--- config.mk ---
export PLATFORM = sky130hd
export DESIGN_NAME = alu16_with_status_flags
export DESIGN_NICKNAME = d
export VERILOG_FILES = /design/src/rtl/alu16_pkg.sv /design/src/rtl/alu16_exec.sv /design/src/rtl/alu16_with_status_flags.sv
export SDC_FILE = /design/constraint.sdc
export NUM_CORES = 1
export LEC_CHECK = 0
export BUFFER_PORTS_ARGS = -buffer_cell sky130_fd_sc_hd__buf_2
export CAP_MARGIN = 10
export CORE_MARGIN = 3
export CORE_UTILIZATION = 25
export CTS_BUF_LIST = sky130_fd_sc_hd__clkbuf_16
export CTS_CLUSTER_SIZE = 8
export DETAILED_ROUTE_END_ITERATION = 6
export GPL_ROUTABILITY_DRIVEN = 0
export PLACE_DENSITY_LB_ADDON = 0.12
export SYNTH_ARGS = -nofsm -noshare
export SYNTH_HDL_FRONTEND = slang
export SYNTH_HIERARCHICAL = 1
export SYNTH_SLANG_ARGS = --single-unit
--- constraint.sdc ---
create_clock -name clk -period 5.85 [get_ports clk]
set_input_delay 0.8775 -clock clk [delete_from_list [all_inputs] [get_ports clk]]
set_output_delay 0.8775 -clock clk [all_outputs]
set_load 0.01 [all_outputs]
--- src/rtl/alu16_pkg.sv ---
`default_nettype none

package alu16_pkg;

	localparam int DATA_W = 16;
	localparam int FUNC_W = 5;
	localparam int IMM_W  = 8;
	localparam int SHAMT_W = 4;

	// opcodes, anything else leaves the state untouched
	typedef enum logic [FUNC_W-1:0] {
		OP_ADD  = 5'd1,
		OP_ADDI = 5'd2,
		OP_SUB  = 5'd3,
		OP_SUBI = 5'd4,
		OP_CMP  = 5'd5,
		OP_CMPI = 5'd6,
		OP_AND  = 5'd7,
		OP_ANDI = 5'd8,
		OP_OR   = 5'd9,
		OP_ORI  = 5'd10,
		OP_XOR  = 5'd11,
		OP_XORI = 5'd12,
		OP_MOV  = 5'd13,
		OP_MOVI = 5'd14,
		OP_LSH  = 5'd15,
		OP_LSHI = 5'd16,
		OP_ASH  = 5'd17,
		OP_ASHI = 5'd18,
		OP_LUI  = 5'd19,
		OP_LOAD = 5'd20,
		OP_STOR = 5'd21,
		OP_NOP  = 5'd22
	} op_t;

	// status bits, carry in bit 0 up to zero in bit 3
	typedef struct packed {
		logic zero;
		logic overflow;
		logic borrow;
		logic carry;
	} flags_t;

	// architectural state after one operation
	typedef struct packed {
		logic [DATA_W-1:0] result;
		flags_t            flags;
	} alu_state_t;

endpackage

`default_nettype wire

--- src/rtl/alu16_exec.sv ---
`default_nettype none

module alu16_exec
	import alu16_pkg::*;
(
	input  wire logic [FUNC_W-1:0] func,
	input  wire logic [DATA_W-1:0] operand_a,
	input  wire logic [DATA_W-1:0] operand_b,
	input  wire logic [IMM_W-1:0]  imm_byte,
	input  wire alu_state_t        cur,
	output alu_state_t             nxt
);

	// fill every bit below the highest set bit
	function automatic logic [DATA_W-1:0] smear(input logic [DATA_W-1:0] v);
		logic [DATA_W-1:0] s;
		s = v;
		s = s | (s >> 1);
		s = s | (s >> 2);
		s = s | (s >> 4);
		s = s | (s >> 8);
		return s;
	endfunction

	logic [DATA_W-1:0] imm_s;
	logic [DATA_W-1:0] imm_z;
	logic [DATA_W-1:0] arith_x;
	logic [DATA_W:0]   sum;
	logic [DATA_W-1:0] add_out;
	logic [DATA_W-1:0] add_mask;
	flags_t            add_flags;
	logic              sub_ok;
	logic [DATA_W-1:0] sub_out;
	logic [DATA_W-1:0] sub_mask;
	flags_t            sub_flags;
	logic [DATA_W-1:0] neg_b;
	logic [DATA_W-1:0] reg_cnt;
	logic              reg_right;
	logic              reg_big;
	logic              use_shi;
	logic [SHAMT_W-1:0] sh_amt;
	logic              sh_right;
	logic              sh_big;
	logic [DATA_W-1:0] shl_out;
	logic [DATA_W-1:0] shr_out;
	logic [DATA_W-1:0] sar_out;
	logic [DATA_W-1:0] fill;
	logic              use_imm;

	// immediate forms
	assign imm_s = {{(DATA_W-IMM_W){imm_byte[IMM_W-1]}}, imm_byte};
	assign imm_z = {{(DATA_W-IMM_W){1'b0}}, imm_byte};

	assign use_imm = (func == OP_ADDI) || (func == OP_SUBI) || (func == OP_CMPI);
	assign arith_x = use_imm ? imm_s : operand_b;

	// add with saturate-to-zero on overflow
	assign sum      = {1'b0, operand_a} + {1'b0, arith_x};
	assign add_out  = sum[DATA_W] ? '0 : sum[DATA_W-1:0];
	assign add_mask = smear(operand_a | arith_x);
	always_comb begin
		add_flags.carry    = |(add_out & ~add_mask);
		add_flags.borrow   = 1'b0;
		add_flags.overflow = sum[DATA_W];
		add_flags.zero     = (add_out == '0);
	end

	// subtract, clamps to zero on underflow
	assign sub_ok   = (operand_a >= arith_x);
	assign sub_out  = sub_ok ? (operand_a - arith_x) : '0;
	assign sub_mask = smear(operand_a | arith_x) >> 1;
	always_comb begin
		if (sub_ok) begin
			sub_flags.carry    = ((operand_a | arith_x) != '0) && ((sub_out & ~sub_mask) == '0);
			sub_flags.borrow   = 1'b0;
			sub_flags.overflow = 1'b0;
		end else begin
			sub_flags.carry    = 1'b1;
			sub_flags.borrow   = 1'b1;
			sub_flags.overflow = 1'b1;
		end
		sub_flags.zero = (sub_out == '0);
	end

	// shift count: register form is signed, immediate form has a direction bit
	assign neg_b     = ~operand_b + 1'b1;
	assign reg_right = operand_b[DATA_W-1];
	assign reg_cnt   = reg_right ? neg_b : operand_b;
	assign reg_big   = |reg_cnt[DATA_W-1:SHAMT_W];

	assign use_shi  = (func == OP_LSHI) || (func == OP_ASHI);
	assign sh_right = use_shi ? imm_byte[SHAMT_W] : reg_right;
	assign sh_big   = use_shi ? 1'b0 : reg_big;
	assign sh_amt   = use_shi ? imm_byte[SHAMT_W-1:0] : reg_cnt[SHAMT_W-1:0];

	assign fill    = {DATA_W{operand_a[DATA_W-1]}};
	assign shl_out = sh_big ? '0 : (operand_a << sh_amt);
	assign shr_out = sh_big ? '0 : (operand_a >> sh_amt);
	assign sar_out = sh_big ? fill : DATA_W'($signed(operand_a) >>> sh_amt);

	// next state select
	always_comb begin
		nxt = cur;
		unique case (func)
			OP_ADD, OP_ADDI: begin
				nxt.result = add_out;
				nxt.flags  = add_flags;
			end
			OP_SUB, OP_SUBI: begin
				nxt.result = sub_out;
				nxt.flags  = sub_flags;
			end
			OP_CMP, OP_CMPI: nxt.flags = sub_flags;
			OP_AND:  nxt.result = operand_a & operand_b;
			OP_ANDI: nxt.result = operand_a & imm_s;
			OP_OR:   nxt.result = operand_a | operand_b;
			OP_ORI:  nxt.result = operand_a | imm_z;
			OP_XOR:  nxt.result = operand_a ^ operand_b;
			OP_XORI: nxt.result = operand_a ^ imm_z;
			OP_MOV, OP_LOAD: nxt.result = operand_b;
			OP_MOVI: nxt.result = imm_z;
			OP_LSH, OP_LSHI: nxt.result = sh_right ? shr_out : shl_out;
			OP_ASH, OP_ASHI: nxt.result = sh_right ? sar_out : shl_out;
			OP_LUI:  nxt.result = {imm_byte, {(DATA_W-IMM_W){1'b0}}};
			OP_STOR: nxt.result = operand_a;
			default: nxt = cur;
		endcase
	end

endmodule

`default_nettype wire

--- src/rtl/alu16_with_status_flags.sv ---
// the result word is executed from the input register once the output slot is free or being drained
// throughput: one word per cycle while the output is not stalled, input register then execute into the result register
// the held result and flags update in the same cycle the result word is loaded,
// so each word sees the state left by the word before it
// reset clears the held result, the flags and both valid bits
`default_nettype none

module alu16_with_status_flags
	import alu16_pkg::*;
(
	input  wire logic        clk,
	input  wire logic        arst_n,
	input  wire logic        s_tvalid,
	output logic             s_tready,
	input  wire logic [47:0] s_tdata,  // func[4:0], operand_a[20:5], operand_b[36:21], imm_byte[44:37]
	output logic             m_tvalid,
	input  wire logic        m_tready,
	output logic [23:0]      m_tdata   // result_value[15:0], flag_carry[16], flag_borrow[17],
	                                   // flag_overflow[18], flag_zero[19]
);

	logic              valid_s1;
	logic [FUNC_W-1:0] func_s1;
	logic [DATA_W-1:0] a_s1;
	logic [DATA_W-1:0] b_s1;
	logic [IMM_W-1:0]  imm_s1;
	alu_state_t        state_q;
	alu_state_t        state_nxt;
	logic              m_valid_q;
	alu_state_t        m_data_q;
	logic              advance;

	// input stage moves on when the output slot is free or being drained
	assign advance  = valid_s1 && (!m_valid_q || m_tready);
	assign s_tready = !valid_s1 || advance;

	// input register
	always_ff @(posedge clk or negedge arst_n) begin
		if (!arst_n) begin
			valid_s1 <= 1'b0;
		end else if (s_tready) begin
			valid_s1 <= s_tvalid;
		end
	end

	always_ff @(posedge clk) begin
		if (s_tready && s_tvalid) begin
			func_s1 <= s_tdata[4:0];
			a_s1    <= s_tdata[20:5];
			b_s1    <= s_tdata[36:21];
			imm_s1  <= s_tdata[44:37];
		end
	end

	alu16_exec u_exec (
		.func      (func_s1),
		.operand_a (a_s1),
		.operand_b (b_s1),
		.imm_byte  (imm_s1),
		.cur       (state_q),
		.nxt       (state_nxt)
	);

	// held result and status flags
	always_ff @(posedge clk or negedge arst_n) begin
		if (!arst_n) begin
			state_q <= '0;
		end else if (advance) begin
			state_q <= state_nxt;
		end
	end

	// result register
	always_ff @(posedge clk or negedge arst_n) begin
		if (!arst_n) begin
			m_valid_q <= 1'b0;
		end else if (advance) begin
			m_valid_q <= 1'b1;
		end else if (m_tready) begin
			m_valid_q <= 1'b0;
		end
	end

	always_ff @(posedge clk) begin
		if (advance) begin
			m_data_q <= state_nxt;
		end
	end

	assign m_tvalid = m_valid_q;
	assign m_tdata  = {4'b0, m_data_q.flags.zero, m_data_q.flags.overflow,
		m_data_q.flags.borrow, m_data_q.flags.carry, m_data_q.result};

`ifndef SYNTHESIS
	// state must not move while a result word is stuck at the output
	a_state_hold: assert property (@(posedge clk) disable iff (!arst_n)
		(m_valid_q && !m_tready) |=> $stable(state_q))
		else $error("state changed while output stalled");

	// the word on the output always mirrors the held state
	a_out_matches_state: assert property (@(posedge clk) disable iff (!arst_n)
		m_valid_q |-> (m_data_q == state_q))
		else $error("output word differs from held state");

	// a word that executes always shows up at the output
	a_advance_valid: assert property (@(posedge clk) disable iff (!arst_n)
		advance |=> m_valid_q)
		else $error("executed word lost");

	// a waiting input word is never dropped
	a_s1_kept: assert property (@(posedge clk) disable iff (!arst_n)
		(valid_s1 && !advance) |=> valid_s1)
		else $error("input stage word dropped");
`endif

endmodule

`default_nettype wire
==> results.md <==
- CP max FO: 24
- Chip width: 201.4 um
- Tot GR Track Use: 19.04%
- PD cells: 233.8 nW/um2
- Clock Sinks: 87
- Die ar.: 40,540 um2
- Hold Violations, Final: 0
- Initial antenna violation count: 0
- Setup crit end kind: flop
- F_max: 193.7 MHz
- CTS tree: built
- Latest clock arrival within the worst-skew pair: 0.37 ns
- Clock root buffer: clkbuf_16
- Post-synth EDFFs: 65
- Least-Margin Pin Slew: 1.065 ns
- Setup Buffers After CTS: 0
- Net count, final: 1,306
- Asr flop ratio synth: 25.29%
- Post-synthesis cell type count: 86
- Status: completed
- Average cell area after synthesis: 8.398 um2
- Setup TNS: 0 ns
- Top_reg_cell synth: edfxtp_1
- Gate power share: 42.6%
- Core Area: 37,140 um2
- Sw Pwr: 0.0009859 W
- Largest net degree at the start of global routing: 46
- Die Span Y: 201.4 um
- Fin. max-slew vios: 0
- YS warnings: 6
- Period minus WS final: 5.164 ns
- CP arrival: 5.41 ns
- Synth-to-Final Area Change: 12.56%
- DP HPWL: 31.12 mm
- Wirelength, routed: 39.27 mm
- Vias per cell: 5.429
- Post-route ant nets: 0
- First-pass DRT Iterations: 5
- Vias: 9,148
- Sequential fraction of the synthesis area: 26.23%
- Internal power consumption: 0.001525 W
- Worst slack, placed: 0.7276 ns
- Netlist Area Pre-Place: 9540 um2
- Routed wire per std cell: 23.31 um
- Vias in the first global route: 8,893
- Initial drt markers: 936
- Leakage Power: 4.547 nW
- Overflow after GRT: 0
- Cells after Synth: 1,136
- Crit start category: flop
- ANT cells: 0
- Worst-path clk slew: 0.06 ns
- Seq pwr share: 34.8%
- Layout cells sized above 1: 14.65%
- Peak supply drop: 154.7 uV
- Relative slew slack: 27.45%
- Setup Viol. Count Final: 0
- Rows: 70
- Clk_skew: 0.006649 ns
- Maxcap violations: 0
- Total chip power: 0.002511 W
- Worst Hold Slack: 0.4913 ns
- Worst path required time: 6.10 ns
- DRC violations left: 0
- Post-CTS Hold Fix Bufs: 0
- Initial Utilization: 25.69%
- PortBufs: 70
- Worst Slack Setup Final: 0.6861 ns
- First-pass GRT wire length: 58.93 mm
- #FFs+latches synth: 87
- Final period utilization: 88.27%
- Critical path class: reg -> reg
- RSZ-0062 raised after global routing: false
- Clock power share: 22.6%
- Hold/Removal Path Class: in -> async
- Cts repair resizes: 0
- Net Sw Frac: 39.27%
- Clock H-tree levels: 3
- TritonCTS Buffers: 9
- Max Buffers Root-to-Sink: 2
- # IOs: 78
## synth_stat cells, types with 6 or more instances
cell type,number,share of area [%]
a211o_1,7,0.64
a211oi_1,8,0.63
a21boi_0,7,0.55
a21o_1,29,2.3
a21oi_1,83,4.4
a221oi_1,17,1.6
a222oi_1,6,0.63
a22oi_1,11,0.87
a31oi_1,20,1.3
and2_1,6,0.39
and3_1,6,0.39
buf_2,6,0.31
buf_6,8,0.94
clkbuf_1,56,2.2
dfrtp_1,22,5.8
edfxtp_1,65,20
ha_1,76,10
inv_1,75,3.0
mux2_2,7,0.83
mux2_4,20,3.1
mux2i_1,49,5.1
nand2_1,90,3.5
nand2b_1,11,0.72
nand3_1,26,1.4
nand4_1,14,0.92
nor2_1,101,4.0
nor2b_1,16,1.0
nor3_1,24,1.3
nor3b_1,6,0.47
nor4_1,11,0.72
o2111ai_1,9,0.83
o211ai_1,15,1.2
o21ai_0,56,2.9
o21bai_1,8,0.63
o22ai_1,11,0.72
o31ai_1,10,0.79
o32ai_1,7,0.64
or2_2,8,0.52
or3_1,7,0.46
xnor2_1,21,1.9
xor2_1,8,0.73
## kinds of logic (layout without fill, tap and decap cells)
family / after synthesis / after routing / share of synthesized area [%]
AO/OA/AOI/OAI: 359 / 359 / 25.78
multiplexers: 79 / 79 / 9.731
buffers and inverters: 152 / 194 / 6.846
flip-flops: 87 / 87 / 26.23
AND/OR/NAND/NOR: 351 / 351 / 18.32
XOR/XNOR: 29 / 29 / 2.662
other: 1 / 4 / 0.03931
adder cells (fa/ha/maj): 78 / 78 / 10.39
## metrics by stage
step / util [%] / area, um2 / instances
detailed placement: 28.16 / 10460 / 1669
floorplan: - / 9552 / 1139
global placement: 28.16 / 10460 / 1669
finish: 28.92 / 10740 / 1685
global route: 28.92 / 10740 / 1685
CTS: 28.92 / 10740 / 1685
## power groups by stage
stage	clock network [W]	logic, W	registers [W]
6_report	0.000567	0.00107	0.000873
5_1_grt	0.000614	0.00116	0.000887
4_1_cts	0.000589	0.00106	0.000875
3_5_place_dp	0	0.00106	0.000883
3_3_place_gp	0	0.00106	0.000887
2_1_floorplan	0	0.000734	0.000853
## per-layer routing
| metal | vias to the layer above | share of wire, % | GRT usage (%) |
|---|---|---|---|
| met1 | 4481 | 48 | 27.08 |
| met4 | 0 | 2.6 | 6.030 |
| met2 | 301 | 45 | 29.85 |
| li1 | 4318 | - | - |
| met5 | - | 0 | 0 |
| met3 | 48 | 5.0 | 2.621 |
## cell type report
| type | count | area [um2] |
|---|---|---|
| Clock buffer | 9 | 225.2 |
| Clock inverter | 7 | 56.30 |
| Fill cell | 4076 | 26400 |
| Inverter | 76 | 285.3 |
| Multi-Input combinational cell | 900 | 6449 |
| Sequential cell | 87 | 2502 |
| Tap cell | 504 | 630.6 |
| Timing Repair Buffer | 102 | 590.6 |
## cell usage in the layout (no fill, tap or decap), drive strengths merged, types with 8 or more instances in the layout
master / synthesis / routed
buf: 20 / 102
nor2: 101 / 101
nand2: 91 / 91
a21oi: 83 / 83
inv: 75 / 77
ha: 76 / 76
edfxtp: 65 / 65
o21ai: 59 / 59
mux2i: 51 / 51
a21o: 29 / 29
mux2: 27 / 27
nand3: 26 / 26
nor3: 25 / 25
dfrtp: 22 / 22
xnor2: 21 / 21
a31oi: 20 / 20
a221oi: 17 / 17
nor2b: 16 / 16
o211ai: 16 / 16
nand4: 14 / 14
nand2b: 12 / 12
nor4: 12 / 12
a22oi: 11 / 11
o22ai: 11 / 11
o31ai: 10 / 10
clkbuf: 56 / 9
o2111ai: 9 / 9
or2: 8 / 8
a211oi: 8 / 8
o21bai: 8 / 8
xor2: 8 / 8
## critical path, cell delays in order, from the launching register on
cell and delay [ns]:
edfxtp_1 0.38, or2_2 0.35, nor2_1 0.09, o21ai_1 0.07, buf_4 0.24, nor2_1 0.13
a21o_1 0.21, inv_1 0.09, ha_1 0.61, o211ai_1 0.29, a2bb2oi_1 0.32, a311oi_1 0.25
o31ai_1 0.54, nor2_1 0.08, buf_4 0.20, a22oi_1 0.24, nand4_1 0.23, o32a_1 0.43
mux2_4 0.27
## registers in the layout, indices dropped and copies added, names as in the netlist
signal    count
imm_s1        8
m_tdata      20
m_tvalid      1
func_s1       5
valid_s1      1
state_q      20
a_s1         16
b_s1         16
## final timing paths
check | start | endpoint | slack (ns) | cells past startpoint
worst max register to register | func_s1[3] | state_q[13] | 0.69 | 18
max in group asynchronous | arst_n | state_q[1] | 5.00 | 1
min in group clk | state_q[8] | state_q[8] | 0.51 | 1
worst min register to register | state_q[8] | state_q[8] | 0.51 | 1
worst min-delay path | arst_n | state_q[18] | 0.49 | 1
worst max-delay path | func_s1[3] | state_q[13] | 0.69 | 18
Power figures use the tool's default switching activity.
